[src/rtl/scancode_to_ascii_translator_macros.svh]
// Assertion macros shared by the RTL. Every macro samples on clk and is
// disabled while rst is high.
`ifndef SCANCODE_TO_ASCII_TRANSLATOR_MACROS_SVH
`define SCANCODE_TO_ASCII_TRANSLATOR_MACROS_SVH

// The consequent must hold in the cycle after the antecedent.
`define SCTA_ASSERT_NEXT(label, ante, cons) \
  label: assert property (@(posedge clk) disable iff (rst) (ante) |=> (cons)) \
    else $error("scta: next-cycle check failed");

// The consequent must hold in the same cycle as the antecedent.
`define SCTA_ASSERT_SAME(label, ante, cons) \
  label: assert property (@(posedge clk) disable iff (rst) (ante) |-> (cons)) \
    else $error("scta: same-cycle check failed");

`endif

[src/rtl/scta_pkg.sv]
`default_nettype none

package scta_pkg;

  // Set-1 make codes
  localparam logic [7:0] SC_CTRL     = 8'h1D;
  localparam logic [7:0] SC_ALT      = 8'h38;
  localparam logic [7:0] SC_LSHIFT   = 8'h2A;
  localparam logic [7:0] SC_RSHIFT   = 8'h36;
  localparam logic [7:0] SC_CAPS     = 8'h3A;
  localparam logic [7:0] SC_NUM      = 8'h45;
  localparam logic [7:0] SC_ENTER    = 8'h1C;
  localparam logic [7:0] SC_SPACE    = 8'h39;
  localparam logic [7:0] SC_BKSP     = 8'h0E;
  localparam logic [7:0] SC_EXTRA    = 8'h56;
  localparam logic [7:0] SC_KP_STAR  = 8'h37;
  localparam logic [7:0] SC_KP_PLUS  = 8'h4E;
  localparam logic [7:0] SC_KP_MINUS = 8'h4A;
  localparam logic [7:0] SC_KP_DOT   = 8'h53;
  localparam logic [7:0] SC_KP_0     = 8'h52;
  localparam logic [7:0] SC_KP_1     = 8'h4F;
  localparam logic [7:0] SC_KP_2     = 8'h50;
  localparam logic [7:0] SC_KP_3     = 8'h51;
  localparam logic [7:0] SC_KP_4     = 8'h4B;
  localparam logic [7:0] SC_KP_5     = 8'h4C;
  localparam logic [7:0] SC_KP_6     = 8'h4D;
  localparam logic [7:0] SC_KP_7     = 8'h47;
  localparam logic [7:0] SC_KP_8     = 8'h48;
  localparam logic [7:0] SC_KP_9     = 8'h49;

  localparam logic [7:0] BREAK_BIT   = 8'h80;

  // Break codes of the keys that carry state
  localparam logic [7:0] BK_CTRL   = SC_CTRL   | BREAK_BIT;
  localparam logic [7:0] BK_ALT    = SC_ALT    | BREAK_BIT;
  localparam logic [7:0] BK_LSHIFT = SC_LSHIFT | BREAK_BIT;
  localparam logic [7:0] BK_RSHIFT = SC_RSHIFT | BREAK_BIT;
  localparam logic [7:0] BK_CAPS   = SC_CAPS   | BREAK_BIT;
  localparam logic [7:0] BK_NUM    = SC_NUM    | BREAK_BIT;

  localparam int unsigned ASCII_W = 7;
  localparam logic [ASCII_W-1:0] CH_NONE = 7'h00;

  typedef struct packed {
    logic shift;
    logic ctrl;
    logic alt;
    logic caps;
    logic caps_pressed;
    logic num;
    logic num_pressed;
  } flags_t;

  typedef struct packed {
    logic               hit;
    logic               letter;
    logic [ASCII_W-1:0] plain;
    logic [ASCII_W-1:0] shifted;
  } key_entry_t;

  // 47-key main table: plain and shifted characters, letters marked.
  function automatic key_entry_t key_lookup(input logic [7:0] code);
    key_entry_t e;
    e = '{hit: 1'b1, letter: 1'b0, plain: CH_NONE, shifted: CH_NONE};
    unique case (code)
      8'h27: begin e.plain = 7'h3b; e.shifted = 7'h3a; end
      8'h0c: begin e.plain = 7'h2d; e.shifted = 7'h5f; end
      8'h0d: begin e.plain = 7'h3d; e.shifted = 7'h2b; end
      8'h1a: begin e.plain = 7'h5b; e.shifted = 7'h7b; end
      8'h1b: begin e.plain = 7'h5d; e.shifted = 7'h7d; end
      8'h28: begin e.plain = 7'h27; e.shifted = 7'h22; end
      8'h29: begin e.plain = 7'h60; e.shifted = 7'h7e; end
      8'h2b: begin e.plain = 7'h5c; e.shifted = 7'h7c; end
      8'h33: begin e.plain = 7'h2c; e.shifted = 7'h3c; end
      8'h34: begin e.plain = 7'h2e; e.shifted = 7'h3e; end
      8'h35: begin e.plain = 7'h2f; e.shifted = 7'h3f; end
      8'h0b: begin e.plain = 7'h30; e.shifted = 7'h29; end
      8'h02: begin e.plain = 7'h31; e.shifted = 7'h21; end
      8'h03: begin e.plain = 7'h32; e.shifted = 7'h40; end
      8'h04: begin e.plain = 7'h33; e.shifted = 7'h23; end
      8'h05: begin e.plain = 7'h34; e.shifted = 7'h24; end
      8'h06: begin e.plain = 7'h35; e.shifted = 7'h25; end
      8'h07: begin e.plain = 7'h36; e.shifted = 7'h5e; end
      8'h08: begin e.plain = 7'h37; e.shifted = 7'h26; end
      8'h09: begin e.plain = 7'h38; e.shifted = 7'h2a; end
      8'h0a: begin e.plain = 7'h39; e.shifted = 7'h28; end
      8'h1e: begin e.letter = 1'b1; e.plain = 7'h61; e.shifted = 7'h41; end
      8'h30: begin e.letter = 1'b1; e.plain = 7'h62; e.shifted = 7'h42; end
      8'h2e: begin e.letter = 1'b1; e.plain = 7'h63; e.shifted = 7'h43; end
      8'h20: begin e.letter = 1'b1; e.plain = 7'h64; e.shifted = 7'h44; end
      8'h12: begin e.letter = 1'b1; e.plain = 7'h65; e.shifted = 7'h45; end
      8'h21: begin e.letter = 1'b1; e.plain = 7'h66; e.shifted = 7'h46; end
      8'h22: begin e.letter = 1'b1; e.plain = 7'h67; e.shifted = 7'h47; end
      8'h23: begin e.letter = 1'b1; e.plain = 7'h68; e.shifted = 7'h48; end
      8'h17: begin e.letter = 1'b1; e.plain = 7'h69; e.shifted = 7'h49; end
      8'h24: begin e.letter = 1'b1; e.plain = 7'h6a; e.shifted = 7'h4a; end
      8'h25: begin e.letter = 1'b1; e.plain = 7'h6b; e.shifted = 7'h4b; end
      8'h26: begin e.letter = 1'b1; e.plain = 7'h6c; e.shifted = 7'h4c; end
      8'h32: begin e.letter = 1'b1; e.plain = 7'h6d; e.shifted = 7'h4d; end
      8'h31: begin e.letter = 1'b1; e.plain = 7'h6e; e.shifted = 7'h4e; end
      8'h18: begin e.letter = 1'b1; e.plain = 7'h6f; e.shifted = 7'h4f; end
      8'h19: begin e.letter = 1'b1; e.plain = 7'h70; e.shifted = 7'h50; end
      8'h10: begin e.letter = 1'b1; e.plain = 7'h71; e.shifted = 7'h51; end
      8'h13: begin e.letter = 1'b1; e.plain = 7'h72; e.shifted = 7'h52; end
      8'h1f: begin e.letter = 1'b1; e.plain = 7'h73; e.shifted = 7'h53; end
      8'h14: begin e.letter = 1'b1; e.plain = 7'h74; e.shifted = 7'h54; end
      8'h16: begin e.letter = 1'b1; e.plain = 7'h75; e.shifted = 7'h55; end
      8'h2f: begin e.letter = 1'b1; e.plain = 7'h76; e.shifted = 7'h56; end
      8'h11: begin e.letter = 1'b1; e.plain = 7'h77; e.shifted = 7'h57; end
      8'h2d: begin e.letter = 1'b1; e.plain = 7'h78; e.shifted = 7'h58; end
      8'h15: begin e.letter = 1'b1; e.plain = 7'h79; e.shifted = 7'h59; end
      8'h2c: begin e.letter = 1'b1; e.plain = 7'h7a; e.shifted = 7'h5a; end
      default: e.hit = 1'b0;
    endcase
    return e;
  endfunction

endpackage

`default_nettype wire

[src/rtl/scta_flags.sv]
`default_nettype none

// Modifier and lock state. flags_next is the state after scan_byte and is
// committed when en is high.
module scta_flags (
  input  wire logic            clk,
  input  wire logic            rst,
  input  wire logic            en,
  input  wire logic [7:0]      scan_byte,
  output scta_pkg::flags_t     flags_next,
  output scta_pkg::flags_t     flags
);
  import scta_pkg::*;

  always_comb begin
    flags_next = flags;
    unique case (scan_byte)
      SC_CTRL:   flags_next.ctrl  = 1'b1;
      BK_CTRL:   flags_next.ctrl  = 1'b0;
      SC_ALT:    flags_next.alt   = 1'b1;
      BK_ALT:    flags_next.alt   = 1'b0;
      SC_LSHIFT,
      SC_RSHIFT: flags_next.shift = 1'b1;
      BK_LSHIFT,
      BK_RSHIFT: flags_next.shift = 1'b0;
      SC_CAPS:   flags_next.caps_pressed = 1'b1;
      BK_CAPS: begin
        // toggle only on a release that follows a press
        flags_next.caps         = flags.caps ^ flags.caps_pressed;
        flags_next.caps_pressed = 1'b0;
      end
      SC_NUM:    flags_next.num_pressed = 1'b1;
      BK_NUM: begin
        flags_next.num         = flags.num ^ flags.num_pressed;
        flags_next.num_pressed = 1'b0;
      end
      default: ;
    endcase
  end

  always_ff @(posedge clk) begin
    if (rst) begin
      flags <= '{shift: 1'b0, ctrl: 1'b0, alt: 1'b0, caps: 1'b0,
                 caps_pressed: 1'b0, num: 1'b1, num_pressed: 1'b0};
    end else if (en) begin
      flags <= flags_next;
    end
  end

endmodule

`default_nettype wire

[src/rtl/scta_xlate.sv]
`default_nettype none

// Character lookup against the already updated flags.
module scta_xlate (
  input  wire logic                          [7:0] scan_byte,
  input  wire scta_pkg::flags_t                    flags,
  output logic [scta_pkg::ASCII_W-1:0]             ascii_char
);
  import scta_pkg::*;

  key_entry_t key;
  logic       upper;

  always_comb begin
    key   = key_lookup(scan_byte);
    // caps lock only flips letters
    upper = flags.shift ^ (flags.caps & key.letter);
  end

  always_comb begin
    unique case (scan_byte)
      SC_ENTER:    ascii_char = 7'h0a;
      SC_SPACE:    ascii_char = 7'h20;
      SC_BKSP:     ascii_char = 7'h08;
      SC_KP_0:     ascii_char = flags.num ? 7'h30 : CH_NONE;
      SC_KP_1:     ascii_char = flags.num ? 7'h31 : CH_NONE;
      SC_KP_2:     ascii_char = flags.num ? 7'h32 : CH_NONE;
      SC_KP_3:     ascii_char = flags.num ? 7'h33 : CH_NONE;
      SC_KP_4:     ascii_char = flags.num ? 7'h34 : CH_NONE;
      SC_KP_5:     ascii_char = flags.num ? 7'h35 : CH_NONE;
      SC_KP_6:     ascii_char = flags.num ? 7'h36 : CH_NONE;
      SC_KP_7:     ascii_char = flags.num ? 7'h37 : CH_NONE;
      SC_KP_8:     ascii_char = flags.num ? 7'h38 : CH_NONE;
      SC_KP_9:     ascii_char = flags.num ? 7'h39 : CH_NONE;
      SC_EXTRA:    ascii_char = flags.shift ? 7'h7c : 7'h5c;
      SC_KP_STAR:  ascii_char = 7'h2a;
      SC_KP_PLUS:  ascii_char = 7'h2b;
      SC_KP_MINUS: ascii_char = 7'h2d;
      SC_KP_DOT:   ascii_char = 7'h2e;
      default: begin
        if (key.hit) begin
          ascii_char = upper ? key.shifted : key.plain;
        end else begin
          ascii_char = CH_NONE;
        end
      end
    endcase
  end

endmodule

`default_nettype wire

[src/rtl/scancode_to_ascii_translator.sv]
`default_nettype none

// Set-1 scan code to ASCII translator. Each s_tdata transfer is one scan
// code byte (bit 7 set = key release); each m_tdata transfer is the
// character it produces (0 if none) plus the shift, ctrl, alt, caps lock and
// num lock state after that byte. Exactly one result per byte, in order.
// Throughput is one byte per clock while m_tready keeps the output free: the
// byte lands in an input register, the flag update and the table lookup sit
// in one short combinational pass, and the result lands in an output register,
// which raises m_tvalid. After reset num lock is on, everything else off.
module scancode_to_ascii_translator (
  input  wire logic        clk,
  input  wire logic        rst,
  // input byte stream
  input  wire logic        s_tvalid,
  output logic             s_tready,
  input  wire logic [7:0]  s_tdata,   // [7:0] scan_byte
  // result stream
  output logic             m_tvalid,
  input  wire logic        m_tready,
  output logic [15:0]      m_tdata    // [6:0] ascii_char, [7] shift_held,
                                      // [8] ctrl_held, [9] alt_held,
                                      // [10] caps_on, [11] num_on, [15:12] 0
);
  import scta_pkg::*;

  `include "scancode_to_ascii_translator_macros.svh"

  // input register
  logic        in_valid;
  logic [7:0]  in_byte;

  // output register payload
  logic [ASCII_W-1:0] res_ascii;
  flags_t             res_flags;

  flags_t             flags_next;
  flags_t             flags;
  logic [ASCII_W-1:0] ascii_next;

  logic out_free;
  logic advance;

  // Output slot is free when empty or being drained this cycle.
  assign out_free = !m_tvalid || m_tready;
  assign advance  = in_valid && out_free;
  assign s_tready = !in_valid || out_free;

  always_ff @(posedge clk) begin
    if (rst) begin
      in_valid <= 1'b0;
    end else if (s_tready) begin
      in_valid <= s_tvalid;
    end
  end

  always_ff @(posedge clk) begin
    if (s_tready && s_tvalid) begin
      in_byte <= s_tdata;
    end
  end

  // flag state commits only as the byte moves to the output register
  scta_flags u_flags (
    .clk        (clk),
    .rst        (rst),
    .en         (advance),
    .scan_byte  (in_byte),
    .flags_next (flags_next),
    .flags      (flags)
  );

  scta_xlate u_xlate (
    .scan_byte  (in_byte),
    .flags      (flags_next),
    .ascii_char (ascii_next)
  );

  always_ff @(posedge clk) begin
    if (rst) begin
      m_tvalid <= 1'b0;
    end else if (out_free) begin
      m_tvalid <= in_valid;
    end
  end

  always_ff @(posedge clk) begin
    if (advance) begin
      res_ascii <= ascii_next;
      res_flags <= flags_next;
    end
  end

  assign m_tdata = {4'b0000, res_flags.num, res_flags.caps, res_flags.alt,
                    res_flags.ctrl, res_flags.shift, res_ascii};

  // A waiting byte with a free output slot always yields a result next cycle.
  `SCTA_ASSERT_NEXT(a_advance_fills, in_valid && out_free, m_tvalid)
  // Release codes never produce a character.
  `SCTA_ASSERT_NEXT(a_break_no_char, advance && in_byte[7], res_ascii == CH_NONE)
  // Lock state moves only with a byte.
  `SCTA_ASSERT_NEXT(a_lock_stable, !advance, $stable(flags.caps) && $stable(flags.num))
  // Reported state matches the live state when nothing is in flight.
  `SCTA_ASSERT_SAME(a_state_match, m_tvalid && !in_valid, res_flags == flags)

endmodule

`default_nettype wire
[config.mk]
export PLATFORM = sky130hd
export DESIGN_NAME = scancode_to_ascii_translator
export DESIGN_NICKNAME = d
export VERILOG_FILES = /design/src/rtl/scta_pkg.sv /design/src/rtl/scta_flags.sv /design/src/rtl/scta_xlate.sv /design/src/rtl/scancode_to_ascii_translator.sv
export VERILOG_INCLUDE_DIRS = /design/src /design/src/rtl
export SDC_FILE = /design/constraint.sdc
export NUM_CORES = 1
export LEC_CHECK = 0
export BUFFER_PORTS_ARGS = -buffer_cell sky130_fd_sc_hd__buf_4
export CAP_MARGIN = 20
export CORE_MARGIN = 1.5
export CORE_UTILIZATION = 46
export CTS_CLUSTER_SIZE = 25
export DETAILED_ROUTE_END_ITERATION = 8
export PLACE_DENSITY = 0.73
export SETUP_SLACK_MARGIN = 0.02
export SYNTH_ARGS = -nofsm -noshare
export SYNTH_HDL_FRONTEND = slang
export SYNTH_SLANG_ARGS = --single-unit
[constraint.sdc]
create_clock -name clk -period 5.3 [get_ports clk]
set_input_delay 0.53 -clock clk [delete_from_list [all_inputs] [get_ports clk]]
set_output_delay 0.53 -clock clk [all_outputs]
set_load 0.02 [all_outputs]
==> flow_summary_export.csv <==
group,metric,value,unit
outcome,run_status,"finished clean",
die,fp.dieArea,6870,um2
timing,finalSetupViolCount,0,
timing,skew,7.57,ps
clock_tree,clkLatencyLatePin,280,ps
clock_tree,post_cts_resize_count,0,
synthesis,post_synth.cell_area_avg,7.92,um2
timing,drv_slew,0,
routing,drt_iter0_drc,467,
routing,drt-wirelength-per-cell,21.8,um
min_path,timing.hold.worst.start,"s_tdata[6]",
clock_tree,cts_tree,"done",
die,design.portCount,30,
power_and_ir_drop,largest_vdd_supply_drop,0.230,mV
run,drv.max_cap_violation_count,0,
worst_setup_path,max_incr_delay_on_cp,1000,ps
worst_setup_path,crit_path_max_fanout,33,
timing,fin_crit_sh,0.630,
global_route,number_of_antenna_violations_at_the_first_check_in_global_routing,0,
timing,slew_headroom,0.338,
die,initial_core_util,0.488,
synthesis,syn_area,2940,um2
routing,detail_route.drc_violations,0,
worst_setup_path,critical_path.startpoint_type,"flip-flop",
min_path,holdCritPathClass,"in -> reg",
worst_setup_path,path_class,"reg -> reg",
global_route,grt_usage,0.285,
clock_tree,holdBufCountCts,0,
clock_tree,cts_max_path_buffers,2,
worst_setup_path,cell_by_cell_listing_of_the_critical_path,"nand2b_1 > nor4_1 > xor2_1 > and3_1 > a2111oi_0 > o311ai_1",
routing,vias,3168,
timing,final.min_clock_period,3340,ps
layout,finalInstanceArea,3170,um2
synthesis,ys.warnings.count,0,
routing,detailedRoute.firstPassIterationCount,6,
timing,finalHoldViolations,0,
die,rows,28,
die,overall_die_height,82.9,um
layout,drive_above_1_share,0.142,
synthesis,yosysSeqAreaShare,0.266,
worst_setup_path,reg2reg_depth,6,
timing,rsz0062_at_grt,"false",
worst_setup_path,critical_path.reg2reg.endpoint,"res_ascii[5]",
worst_setup_path,end_kind,"flip-flop",
synthesis,synthesis.instances,371,
synthesis,synth-main-ff-cell,"sky130_fd_sc_hd__edfxtp_1",
power_and_ir_drop,power.density,199,nW/um2
clock_tree,clock_sink_count,29,
clock_tree,cts_root_buffer,"sky130_fd_sc_hd__clkbuf_8",
placed_design,buffer_ports.inserted,25,
die,core-area,6030,um2
min_path,hold-path-endpoint,"in_byte[6]",
worst_setup_path,cp.arrival,3330,ps
routing,finalWirelength,9800,um
power_and_ir_drop,p_leak,1.08,nW
layout,fillCellCount,594,
timing,maximum_clock_frequency,299,MHz
layout,flow.area_growth_from_synthesis,8.01,%
routing,ant_nets,0,
global_route,grt_max_degree,34,
placed_design,placement.cell_area,3070,um2
layout,final_net_count,385,
timing,final.setup.tns,0,ps
clock_tree,tritoncts.num_buffers,5,
placed_design,hpwl,6960,um
synthesis,edff_count_synth,20,
clock_tree,cts_setup_buffers,0,
routing,drt-vias-per-instance,7.06,
synthesis,async_flop_share,0,
synthesis,ys_types,77,
worst_setup_path,timing.critical_path.slowest_stage_cell,"sky130_fd_sc_hd__edfxtp_1",
worst_setup_path,timing.critical_path.required,5290,ps
worst_setup_path,r2r-start,"in_byte[2]",
global_route,gr-total-overflow,0,
clock_tree,h_tree_level_count,2,
global_route,grt_pass1_vias,2986,
min_path,worst_hold_path.num_cells,1,
die,dieWidth,82.9,um
global_route,grt_first_pass_wirelength,15700,um
timing,worst_pin_slew,993,ps
clock_tree,clk_transition_reported_paths,70,ps
placed_design,gp_congestion,1.05,
synthesis,ys_ff_latch,29,
worst_setup_path,r2r_slack,1960,ps
layout,antennaDiodeCount,0,
==> flip-flops by register name, indices dropped and copies added, names as in the netlist <==
signal,cells
in_valid,1
in_byte,8
u_flags.flags,7
m_tvalid,1
res_ascii,7
m_tdata,5
==> cell usage after synthesis (4+ instances only) <==
| library cell | instances | area share |
|---|---|---|
| sky130_fd_sc_hd__nand2_1 | 28 | 0.036 |
| sky130_fd_sc_hd__a32o_1 | 4 | 0.014 |
| sky130_fd_sc_hd__nor3_1 | 26 | 0.044 |
| sky130_fd_sc_hd__edfxtp_1 | 20 | 0.20 |
| sky130_fd_sc_hd__and3b_1 | 4 | 0.012 |
| sky130_fd_sc_hd__nor2_1 | 27 | 0.034 |
| sky130_fd_sc_hd__dfxtp_1 | 9 | 0.061 |
| sky130_fd_sc_hd__o32ai_1 | 4 | 0.012 |
| sky130_fd_sc_hd__o211ai_1 | 4 | 0.010 |
| sky130_fd_sc_hd__xor2_1 | 4 | 0.012 |
| sky130_fd_sc_hd__o21ai_0 | 22 | 0.037 |
| sky130_fd_sc_hd__nor3b_1 | 5 | 0.013 |
| sky130_fd_sc_hd__a2111oi_0 | 5 | 0.015 |
| sky130_fd_sc_hd__nand3_1 | 13 | 0.022 |
| sky130_fd_sc_hd__nor4bb_1 | 4 | 0.014 |
| sky130_fd_sc_hd__o31ai_1 | 5 | 0.013 |
| sky130_fd_sc_hd__inv_1 | 6 | 0.0077 |
| sky130_fd_sc_hd__a21oi_1 | 21 | 0.036 |
| sky130_fd_sc_hd__nand2b_1 | 13 | 0.028 |
| sky130_fd_sc_hd__and3_1 | 7 | 0.015 |
| sky130_fd_sc_hd__clkbuf_1 | 10 | 0.013 |
| sky130_fd_sc_hd__buf_1 | 4 | 0.0051 |
| sky130_fd_sc_hd__buf_4 | 9 | 0.023 |
| sky130_fd_sc_hd__a31oi_1 | 4 | 0.0085 |
| sky130_fd_sc_hd__nor2b_1 | 7 | 0.015 |
| sky130_fd_sc_hd__xnor2_1 | 4 | 0.012 |
| sky130_fd_sc_hd__buf_2 | 15 | 0.026 |
| sky130_fd_sc_hd__a32oi_1 | 4 | 0.012 |
| sky130_fd_sc_hd__a211oi_1 | 5 | 0.013 |
| sky130_fd_sc_hd__nor4_1 | 7 | 0.015 |
==> worst max path at each step <==
stage / startpoint / to / slack, ps
after floorplan: in_byte[4] / res_ascii[5] / 2940
after global placement: in_byte[1] / res_ascii[5] / 2020
after detailed placement: in_byte[1] / res_ascii[5] / 2050
after CTS: in_byte[1] / res_ascii[5] / 2030
after global routing: in_byte[1] / res_ascii[5] / 1730
final: in_byte[2] / res_ascii[5] / 1960
==> cell type report <==
class,instances,area [um2],share of cell area
well taps,75,93.8,0.0296
multi-input cells,297,1930,0.607
clock buffers,7,96.3,0.0304
flip-flops and latches,29,781,0.246
clock inverters,1,5.00,0.00158
inverters,8,30.0,0.00946
repair buffers,32,240,0.0757
==> power breakdown <==
part | internal, mW | switching (mW)
Combinational | 0.0543 | 0.101
Clock | 0.117 | 0.0834
Sequential | 0.256 | 0.0201
Total | 0.427 | 0.204
==> cell families (layout without fill, tap and decap cells) <==
logic type	Yosys count	count (layout)	synth area share
AND/OR/NAND/NOR	167	167	0.329
XOR/XNOR	8	8	0.0238
other	1	4	0.00128
flip-flops	29	29	0.266
buffers and inverters	48	48	0.0822
AO/OA/AOI/OAI	113	113	0.280
multiplexers	5	5	0.0179
==> worst max-delay path, delay by kind of cell (launching register included) <==
| family | cells | cell delay, ps |
|---|---|---|
| AND/OR/NAND/NOR | 3 | 1010 |
| XOR/XNOR | 1 | 200 |
| flip-flops | 1 | 1000 |
| AO/OA/AOI/OAI | 2 | 840 |
==> routing by layer <==
metal / wire length, um / GRT usage / part of all wire / vias to the layer above
li1: - / - / - / 1430
met1: 3850 / 0.365 / 0.39 / 1451
met2: 4430 / 0.447 / 0.45 / 236
met3: 997 / 0.0626 / 0.10 / 51
met4: 524 / 0.152 / 0.053 / 0
met5: 0 / 0 / 0 / -
==> cells in the final DEF, fill, tap and decap left out, types with 6 or more instances in the layout <==
cell,Yosys,routed
sky130_fd_sc_hd__dfxtp_1,9,9
sky130_fd_sc_hd__nand3_1,13,13
sky130_fd_sc_hd__and3_1,7,7
sky130_fd_sc_hd__buf_4,9,32
sky130_fd_sc_hd__clkbuf_8,0,7
sky130_fd_sc_hd__nand2b_1,13,13
sky130_fd_sc_hd__a21oi_1,21,21
sky130_fd_sc_hd__nor2_1,27,27
sky130_fd_sc_hd__nor4_1,7,7
sky130_fd_sc_hd__edfxtp_1,20,20
sky130_fd_sc_hd__nor2b_1,7,7
sky130_fd_sc_hd__nand2_1,28,28
sky130_fd_sc_hd__nor3_1,26,26
sky130_fd_sc_hd__inv_1,6,6
sky130_fd_sc_hd__o21ai_0,22,22
==> metrics by stage <==
stage / setup WS (ps) / power, mW / util / hold WS (ps) / std cells
6_report: 1960 / 0.632 / 0.527 / 424 / 449
5_1_grt: 1730 / 0.659 / 0.527 / 408 / 449
4_1_cts: 2030 / 0.631 / 0.527 / 417 / 449
3_5_place_dp: 2050 / 0.431 / 0.510 / 451 / 441
3_3_place_gp: 2020 / 0.432 / 0.510 / 440 / 441
2_1_floorplan: 2940 / 0.388 / - / 434 / 374
Power figures use the tool's default switching activity.
